### config.mk
export PLATFORM = sky130hd
export DESIGN_NAME = sparse_polynomial_multiplier_core
export DESIGN_NICKNAME = d
export VERILOG_FILES = /design/src/hw/rtl/spm_pkg.sv /design/src/hw/rtl/sparse_polynomial_multiplier_core.sv /design/src/hw/rtl/spm_datapath.sv /design/src/hw/rtl/spm_ctrl.sv
export SDC_FILE = /design/constraint.sdc
export NUM_CORES = 2
export LEC_CHECK = 0
export ABC_AREA = 1
export BUFFER_PORTS_ARGS = -buffer_cell sky130_fd_sc_hd__buf_2
export CORE_MARGIN = 2
export CORE_UTILIZATION = 40
export CTS_BUF_LIST = sky130_fd_sc_hd__clkbuf_4
export DETAILED_ROUTE_END_ITERATION = 16
export SETUP_SLACK_MARGIN = 0.15
export SLEW_MARGIN = 10
export SYNTH_ARGS = -nofsm -noshare
export SYNTH_HDL_FRONTEND = slang
export SYNTH_SLANG_ARGS = --single-unit
### constraint.sdc
create_clock -name clk -period 21.1 [get_ports clk]
set_input_delay 3.165 -clock clk [delete_from_list [all_inputs] [get_ports clk]]
set_output_delay 3.165 -clock clk [all_outputs]
set_load 0.005 [all_outputs]
### src/hw/rtl/spm_pkg.sv
// Package: widths, command codes and controller/datapath interface types.
`timescale 1ns / 1ps
package spm_pkg;

	localparam int DEF_MAX_TERMS = 8;

	localparam int CMD_W   = 2;
	localparam int COEFF_W = 16;
	localparam int EXP_W   = 8;
	localparam int PROD_W  = 32;
	localparam int PEXP_W  = 9;

	localparam logic [CMD_W-1:0] CMD_LOAD_FIRST  = 2'd0;
	localparam logic [CMD_W-1:0] CMD_LOAD_SECOND = 2'd1;
	localparam logic [CMD_W-1:0] CMD_COMPUTE     = 2'd2;
	localparam logic [CMD_W-1:0] CMD_CLEAR       = 2'd3;

	// Controller -> datapath
	typedef struct packed {
		logic load_first;
		logic load_second;
		logic clear;
		logic start;      // reset pair, table and emit counters
		logic mul;        // form product of the current pair
		logic scan;       // search the product table
		logic emit_sel;   // table read address follows the emit counter
		logic emit_load;  // move a table entry into the output register
		logic empty_load; // load the empty-product result
	} ctrl_cmd_t;

	// Datapath -> controller
	typedef struct packed {
		logic store_empty;
		logic merge_done;
		logic last_pair;
		logic emit_last;
		logic out_free;
	} dp_status_t;

endpackage

### src/hw/rtl/sparse_polynomial_multiplier_core.sv
// Top level: sparse polynomial multiplier core.
//
//  channel   signals                                         direction
//  in        in_valid/in_stall, command, term_coeff,         into block
//            term_exponent
//  out       out_valid/out_stall, product_coeff,              out of block
//            product_exponent, last_term, empty_product,
//            terms_dropped
//
// Load and clear transfers do not stall input; in_stall is high from a compute
// transfer until its last result sits in the output register.
// Compute: per term pair, one multiply step and then a scan of the table entries so far
// through the single read port of the product table.
// Emit: each result is a table read, then an output load; the load waits while out_stall is high.
// No clearing pass after reset; the product table is rebuilt on every compute.
`timescale 1ns / 1ps
module sparse_polynomial_multiplier_core #(
	parameter int MAX_TERMS = spm_pkg::DEF_MAX_TERMS
) (
	input  logic                               clk,
	input  logic                               arst_n,
	input  logic                               in_valid,
	output logic                               in_stall,
	input  logic        [spm_pkg::CMD_W-1:0]   command,
	input  logic signed [spm_pkg::COEFF_W-1:0] term_coeff,
	input  logic        [spm_pkg::EXP_W-1:0]   term_exponent,
	output logic                               out_valid,
	input  logic                               out_stall,
	output logic signed [spm_pkg::PROD_W-1:0]  product_coeff,
	output logic        [spm_pkg::PEXP_W-1:0]  product_exponent,
	output logic                               last_term,
	output logic                               empty_product,
	output logic                               terms_dropped
);
	import spm_pkg::*;

	ctrl_cmd_t  cmd;
	dp_status_t status;

	spm_ctrl u_ctrl (
		.clk      (clk),
		.arst_n   (arst_n),
		.in_valid (in_valid),
		.in_stall (in_stall),
		.command  (command),
		.status   (status),
		.cmd      (cmd)
	);

	spm_datapath #(
		.MAX_TERMS (MAX_TERMS)
	) u_dp (
		.clk              (clk),
		.arst_n           (arst_n),
		.cmd              (cmd),
		.status           (status),
		.term_coeff       (term_coeff),
		.term_exponent    (term_exponent),
		.out_stall        (out_stall),
		.out_valid        (out_valid),
		.product_coeff    (product_coeff),
		.product_exponent (product_exponent),
		.last_term        (last_term),
		.empty_product    (empty_product),
		.terms_dropped    (terms_dropped)
	);

endmodule

### src/hw/rtl/spm_datapath.sv
// Datapath: term stores, multiplier, product table with scan, output register.
`timescale 1ns / 1ps
module spm_datapath #(
	parameter int MAX_TERMS = spm_pkg::DEF_MAX_TERMS
) (
	input  logic                               clk,
	input  logic                               arst_n,
	input  spm_pkg::ctrl_cmd_t                 cmd,
	output spm_pkg::dp_status_t                status,
	input  logic signed [spm_pkg::COEFF_W-1:0] term_coeff,
	input  logic        [spm_pkg::EXP_W-1:0]   term_exponent,
	input  logic                               out_stall,
	output logic                               out_valid,
	output logic signed [spm_pkg::PROD_W-1:0]  product_coeff,
	output logic        [spm_pkg::PEXP_W-1:0]  product_exponent,
	output logic                               last_term,
	output logic                               empty_product,
	output logic                               terms_dropped
);
	import spm_pkg::*;

	localparam int IDX_W     = (MAX_TERMS > 1) ? $clog2(MAX_TERMS) : 1;
	localparam int CNT_W     = $clog2(MAX_TERMS + 1);
	localparam int CMP_W     = CNT_W + 1;
	localparam int TAB_DEPTH = MAX_TERMS * MAX_TERMS;
	localparam int TAB_AW    = (TAB_DEPTH > 1) ? $clog2(TAB_DEPTH) : 1;
	localparam int USED_W    = $clog2(TAB_DEPTH + 1);

	// term stores
	logic signed [COEFF_W-1:0] first_coeff_q  [MAX_TERMS];
	logic        [EXP_W-1:0]   first_exp_q    [MAX_TERMS];
	logic signed [COEFF_W-1:0] second_coeff_q [MAX_TERMS];
	logic        [EXP_W-1:0]   second_exp_q   [MAX_TERMS];
	logic [CNT_W-1:0] first_cnt_q, second_cnt_q;
	logic             dropped_q;

	// product table
	logic signed [PROD_W-1:0] tab_coeff [TAB_DEPTH];
	logic        [PEXP_W-1:0] tab_exp   [TAB_DEPTH];

	logic [IDX_W-1:0]  i_q, j_q;
	logic [USED_W-1:0] used_q, k_q, e_q;
	logic signed [PROD_W-1:0] prod_q;
	logic        [PEXP_W-1:0] pexp_q;

	logic                     rv_s1;
	logic [USED_W-1:0]        rk_s1;
	logic signed [PROD_W-1:0] rd_coeff_s1;
	logic        [PEXP_W-1:0] rd_exp_s1;
	logic [TAB_AW-1:0]        rd_addr;

	logic out_valid_q;
	logic i_last, j_last, hit, miss_end, k_live;

	assign i_last   = (CMP_W'(i_q) + CMP_W'(1)) == CMP_W'(first_cnt_q);
	assign j_last   = (CMP_W'(j_q) + CMP_W'(1)) == CMP_W'(second_cnt_q);
	assign k_live   = k_q < used_q;
	assign hit      = rv_s1 && (rd_exp_s1 == pexp_q);
	assign miss_end = (used_q == '0) || (rv_s1 && !hit && ((rk_s1 + USED_W'(1)) == used_q));
	assign rd_addr  = cmd.emit_sel ? e_q[TAB_AW-1:0] : k_q[TAB_AW-1:0];

	assign status.store_empty = (first_cnt_q == '0) || (second_cnt_q == '0);
	assign status.merge_done  = hit || miss_end;
	assign status.last_pair   = i_last && j_last;
	assign status.emit_last   = (e_q + USED_W'(1)) == used_q;
	assign status.out_free    = !out_valid_q || !out_stall;

	assign out_valid = out_valid_q;

	// store contents
	always_ff @(posedge clk) begin
		if (cmd.load_first && (first_cnt_q < CNT_W'(MAX_TERMS))) begin
			first_coeff_q[first_cnt_q[IDX_W-1:0]] <= term_coeff;
			first_exp_q[first_cnt_q[IDX_W-1:0]]   <= term_exponent;
		end
		if (cmd.load_second && (second_cnt_q < CNT_W'(MAX_TERMS))) begin
			second_coeff_q[second_cnt_q[IDX_W-1:0]] <= term_coeff;
			second_exp_q[second_cnt_q[IDX_W-1:0]]   <= term_exponent;
		end
	end

	// multiplier stage, table read and table write
	always_ff @(posedge clk) begin
		if (cmd.mul) begin
			prod_q <= first_coeff_q[i_q] * second_coeff_q[j_q];
			pexp_q <= PEXP_W'(first_exp_q[i_q]) + PEXP_W'(second_exp_q[j_q]);
		end
		rk_s1       <= k_q;
		rd_coeff_s1 <= tab_coeff[rd_addr];
		rd_exp_s1   <= tab_exp[rd_addr];
		if (cmd.scan && hit) begin
			tab_coeff[rk_s1[TAB_AW-1:0]] <= rd_coeff_s1 + prod_q;
		end else if (cmd.scan && miss_end) begin
			tab_coeff[used_q[TAB_AW-1:0]] <= prod_q;
			tab_exp[used_q[TAB_AW-1:0]]   <= pexp_q;
		end
	end

	always_ff @(posedge clk or negedge arst_n) begin
		if (!arst_n) begin
			first_cnt_q  <= '0;
			second_cnt_q <= '0;
			dropped_q    <= 1'b0;
			i_q          <= '0;
			j_q          <= '0;
			used_q       <= '0;
			k_q          <= '0;
			e_q          <= '0;
			rv_s1        <= 1'b0;
		end else begin
			if (cmd.clear) begin
				first_cnt_q  <= '0;
				second_cnt_q <= '0;
				dropped_q    <= 1'b0;
			end
			if (cmd.load_first) begin
				if (first_cnt_q < CNT_W'(MAX_TERMS)) begin
					first_cnt_q <= first_cnt_q + CNT_W'(1);
				end else begin
					dropped_q <= 1'b1;
				end
			end
			if (cmd.load_second) begin
				if (second_cnt_q < CNT_W'(MAX_TERMS)) begin
					second_cnt_q <= second_cnt_q + CNT_W'(1);
				end else begin
					dropped_q <= 1'b1;
				end
			end
			rv_s1 <= cmd.scan && k_live;
			if (cmd.start) begin
				i_q    <= '0;
				j_q    <= '0;
				used_q <= '0;
				e_q    <= '0;
			end
			if (cmd.mul) begin
				k_q <= '0;
			end else if (cmd.scan && k_live) begin
				k_q <= k_q + USED_W'(1);
			end
			if (cmd.scan && (hit || miss_end)) begin
				if (miss_end) begin
					used_q <= used_q + USED_W'(1);
				end
				if (j_last) begin
					j_q <= '0;
					i_q <= i_q + IDX_W'(1);
				end else begin
					j_q <= j_q + IDX_W'(1);
				end
			end
			if (cmd.emit_load) begin
				e_q <= e_q + USED_W'(1);
			end
		end
	end

	// output register
	always_ff @(posedge clk or negedge arst_n) begin
		if (!arst_n) begin
			out_valid_q <= 1'b0;
		end else if (cmd.emit_load || cmd.empty_load) begin
			out_valid_q <= 1'b1;
		end else if (!out_stall) begin
			out_valid_q <= 1'b0;
		end
	end

	always_ff @(posedge clk) begin
		if (cmd.emit_load) begin
			product_coeff    <= rd_coeff_s1;
			product_exponent <= rd_exp_s1;
			last_term        <= status.emit_last;
			empty_product    <= 1'b0;
			terms_dropped    <= dropped_q;
		end else if (cmd.empty_load) begin
			product_coeff    <= '0;
			product_exponent <= '0;
			last_term        <= 1'b1;
			empty_product    <= 1'b1;
			terms_dropped    <= dropped_q;
		end
	end

endmodule

### src/hw/rtl/spm_ctrl.sv
// Controller: sequences load, multiply/merge and emit phases.
`timescale 1ns / 1ps
module spm_ctrl (
	input  logic                      clk,
	input  logic                      arst_n,
	input  logic                      in_valid,
	output logic                      in_stall,
	input  logic [spm_pkg::CMD_W-1:0] command,
	input  spm_pkg::dp_status_t       status,
	output spm_pkg::ctrl_cmd_t        cmd
);
	import spm_pkg::*;

	typedef enum logic [2:0] {
		ST_IDLE,
		ST_MUL,
		ST_SCAN,
		ST_ERD,
		ST_EOUT,
		ST_EMPTY
	} state_t;

	state_t state_q;
	logic   take;

	assign in_stall = (state_q != ST_IDLE);
	assign take     = (state_q == ST_IDLE) && in_valid;

	always_comb begin
		cmd             = '0;
		cmd.load_first  = take && (command == CMD_LOAD_FIRST);
		cmd.load_second = take && (command == CMD_LOAD_SECOND);
		cmd.clear       = take && (command == CMD_CLEAR);
		cmd.start       = take && (command == CMD_COMPUTE);
		cmd.mul         = (state_q == ST_MUL);
		cmd.scan        = (state_q == ST_SCAN);
		cmd.emit_sel    = (state_q == ST_ERD) || (state_q == ST_EOUT);
		cmd.emit_load   = (state_q == ST_EOUT) && status.out_free;
		cmd.empty_load  = (state_q == ST_EMPTY) && status.out_free;
	end

	always_ff @(posedge clk or negedge arst_n) begin
		if (!arst_n) begin
			state_q <= ST_IDLE;
		end else begin
			case (state_q)
				ST_IDLE: begin
					if (take && (command == CMD_COMPUTE)) begin
						state_q <= status.store_empty ? ST_EMPTY : ST_MUL;
					end
				end
				ST_MUL: begin
					state_q <= ST_SCAN;
				end
				ST_SCAN: begin
					if (status.merge_done) begin
						state_q <= status.last_pair ? ST_ERD : ST_MUL;
					end
				end
				ST_ERD: begin
					state_q <= ST_EOUT;
				end
				ST_EOUT: begin
					if (status.out_free) begin
						state_q <= status.emit_last ? ST_IDLE : ST_ERD;
					end
				end
				ST_EMPTY: begin
					if (status.out_free) begin
						state_q <= ST_IDLE;
					end
				end
				default: begin
					state_q <= ST_IDLE;
				end
			endcase
		end
	end

endmodule

==> flow_summary.toml <==
[clock_tree]
cts_buffers = 793
tritoncts = "yes"
insertion_delay_ns = 1.67
clk_pin_slew_ns = 0.07
cts-htree-levels = 6
clk_path_buf_depth = 4
cts.sinks = 3182
root_buffer = "clkbuf_4"
cts_resized = 0
post-cts-setup-buffers = 0
hold_buffers = 0

[critical_path]
crit_required_ns = 22.38
critPathCaptureType = "flip-flop"
slowest_stage = "o21ai_0"
critPathKind = "flip-flop to flip-flop"
arrival_ns = 10.60
r2r-start = "u_dp.j_q[0]$_DFFE_PN0P_"
rrSetupSlack_ns = 11.78
cp_common_cell = "inv_1"
slowest_delay_ns = 0.74
critPathLaunchType = "flip-flop"
path_max_fanout = 100
critical_path.startpoint = "u_dp.j_q[0]$_DFFE_PN0P_"

[yosys]
synth_top_area_share_pct = 65.1
synth_top_cell_by_area = "edfxtp_1"
synth-seq-cells = 3182
synth_fp_nets = 13500
netlist_top_cells_area = "edfxtp_1 (65%), nand2_1 (12%), nand3_1 (4.9%), fa_1 (3.7%), inv_1 (2.8%)"
yosys_warnings = 0
netlist_instances = 13000
netlist_area_um2 = 143000
yosysUniqueCellTypes = 53
syn_area_per_cell_um2 = 10.9
ys_seq_area_share_pct = 66.6

[floorplanning]
ioPinCount = 76
rows = 219
die_w_um = 601
core_area_um2 = 355000
die_area_um2 = 361000
start_util_pct = 40.1
die_y_um = 601

[run_status]
status = "finished, final reports clean"

[layout]
fillCellCount = 33000
nets = 13900
layout_common_cells = "nand2_1 (4613), edfxtp_1 (3092), nand3_1 (1383), clkbuf_4 (1168), inv_1 (1028)"
area_growth_pct = 11.2
layout.cells.most_common = "nand2_1"
drive_gt1_share_pct = 12.2

[global_route]
antenna_found_initial = 18
grt_pass1_wl_um = 595000
grt_overflow_total = 0
grt_pass1_vias = 93100
grtUsageTotal_pct = 21.7
grt_max_degree = 190

[routing]
drt-initial-drc-count = 10000
wl_per_cell_um = 21.4
drcViolationCount = 0
vias_per_cell = 5.15
routed-via-count = 96800
drt-total-wl_um = 403000
drt_pass1_iterations = 6
postRouteAntennaNets = 0

[sta]
setup_viol = 0
min_period_over_period_pct = 44.2
hold_viol_final = 0
fmax_mhz = 107
clock_skew_ns = 0.176
rsz0062_at_grt = "false"
worstMarginPinSlew_ns = 1.27
fin_crit_ns = 9.32
setup_tns_ns = 0
final_max_slew_viol_count = 0
max-slew-margin-rel_pct = 15.3

[worst_hold_path]
min-delay-start = "u_dp.k_q[3]$_DFFE_PN0P_"
hold_class = "flip-flop to flip-flop"

[placed_design]
portBuffers = 75
place.gp.congestion = 0.896
hpwl_um = 218000

[flow_run]
maxCapViolCount = 0
==> worst max-delay path: cells and delay by family (launching register included) <==
family,cells,cell delay (ns)
compound gates,5,1.87
fa+ha+maj,7,3.22
buf+inv,11,2.66
flops,1,0.39
simple gates,8,0.80
==> cells in the mapped netlist, drive strengths merged <==
master,instances
nor3b,1
fa,264
o32ai,1
edfxtp,3092
a21o,13
inv,1059
o21bai,4
a21oi,73
xnor2,38
xor2,49
a221oi,2
a22oi,1
o2111ai,1
o21ai,328
nand3b,1
clkinv,9
nor3,60
o211ai,331
nor4,4
a211oi,1
a21boi,5
nand2,4633
dfxtp,49
clkbuf,312
nand3,1383
and3,3
a31oi,22
or2,2
mux2i,1
o21a,6
dfrtp,41
and2,1
nor2,632
o221ai,2
o211a,1
ha,138
o31ai,4
nand4,20
buf,374
o22ai,87
==> final cells by class <==
| type | count | area [um^2] | area share (%) |
|---|---|---|---|
| multi-input cells | 8112 | 41300 | 26.1 |
| clock buffers | 1168 | 8770 | 5.53 |
| repair buffers | 320 | 2430 | 1.53 |
| inverters | 1068 | 4040 | 2.55 |
| clock inverters | 185 | 1180 | 0.742 |
| diodes | 10 | 25.0 | 0.0158 |
| flip-flops and latches | 3182 | 94900 | 59.8 |
| well taps | 4751 | 5940 | 3.75 |
==> layer usage <==
layer / part of all wire, % / track usage, % / vias up
met5: 0.046 / 0 / -
met1: 42 / 29.6 / 46800
met4: 3.5 / 8.39 / 26
met2: 46 / 34.7 / 3903
li1: - / - / 45400
met3: 7.8 / 3.79 / 709
==> sequential cells by signal, indices dropped and copies added, names as in the netlist, 9 cells and up <==
signal / cells
u_dp.second_coeff_q: 128
u_dp.second_exp_q: 64
u_dp.product_coeff: 32
u_dp.pexp_q: 9
u_dp.first_coeff_q: 128
u_dp.prod_q: 32
u_dp.first_exp_q: 64
u_dp.rd_exp_s1: 9
u_dp.rd_coeff_s1: 32
u_dp.tab_exp: 576
u_dp.product_exponent: 9
u_dp.tab_coeff: 2048
==> final timing paths <==
check                                       endpoint  cells after the start
hold reg to reg                u_dp.rk_s1[3]$_DFF_P_                      0
setup / recovery           u_dp.prod_q[22]$_DFFE_PP_                     31
setup reg to reg           u_dp.prod_q[22]$_DFFE_PP_                     31
hold / removal                 u_dp.rk_s1[3]$_DFF_P_                      0
min in group asynchronous    u_dp.j_q[2]$_DFFE_PN0P_                      2
max in group asynchronous      u_dp.i_q[1]$_DFF_PN0_                      2
==> logic make-up (layout without fill, tap and decap cells) <==
logic type                 after synthesis  after routing  share of synthesized area, %
adders and majority gates              402            402                          4.92
muxes                                    1              1                       0.00702
DFF                                   3182           3182                          66.6
AOI/OAI and AO/OA                      882            882                          3.88
xor gates and xnor gates                87             87                         0.535
buffers and inverters                 1754           2741                          5.00
and+or+nand+nor                       6740           6740                          19.1
other                                    0             10                             0
==> metrics by stage <==
stage	instances	setup WS, ns	area, um^2	utilization (%)	hold WS (ns)
2_1_floorplan	13000	14.13	143000	-	0.389
4_1_cts	18800	11.96	159000	44.6	0.433
5_1_grt	18800	11.32	159000	44.6	0.463
3_3_place_gp	17400	12.04	149000	41.8	0.414
3_5_place_dp	17400	12.00	149000	41.8	0.423
6_report	18800	11.78	159000	44.6	0.445
Power is not shown: default switching activity piles up to over one toggle a cycle in this logic, so the estimate is an artifact.
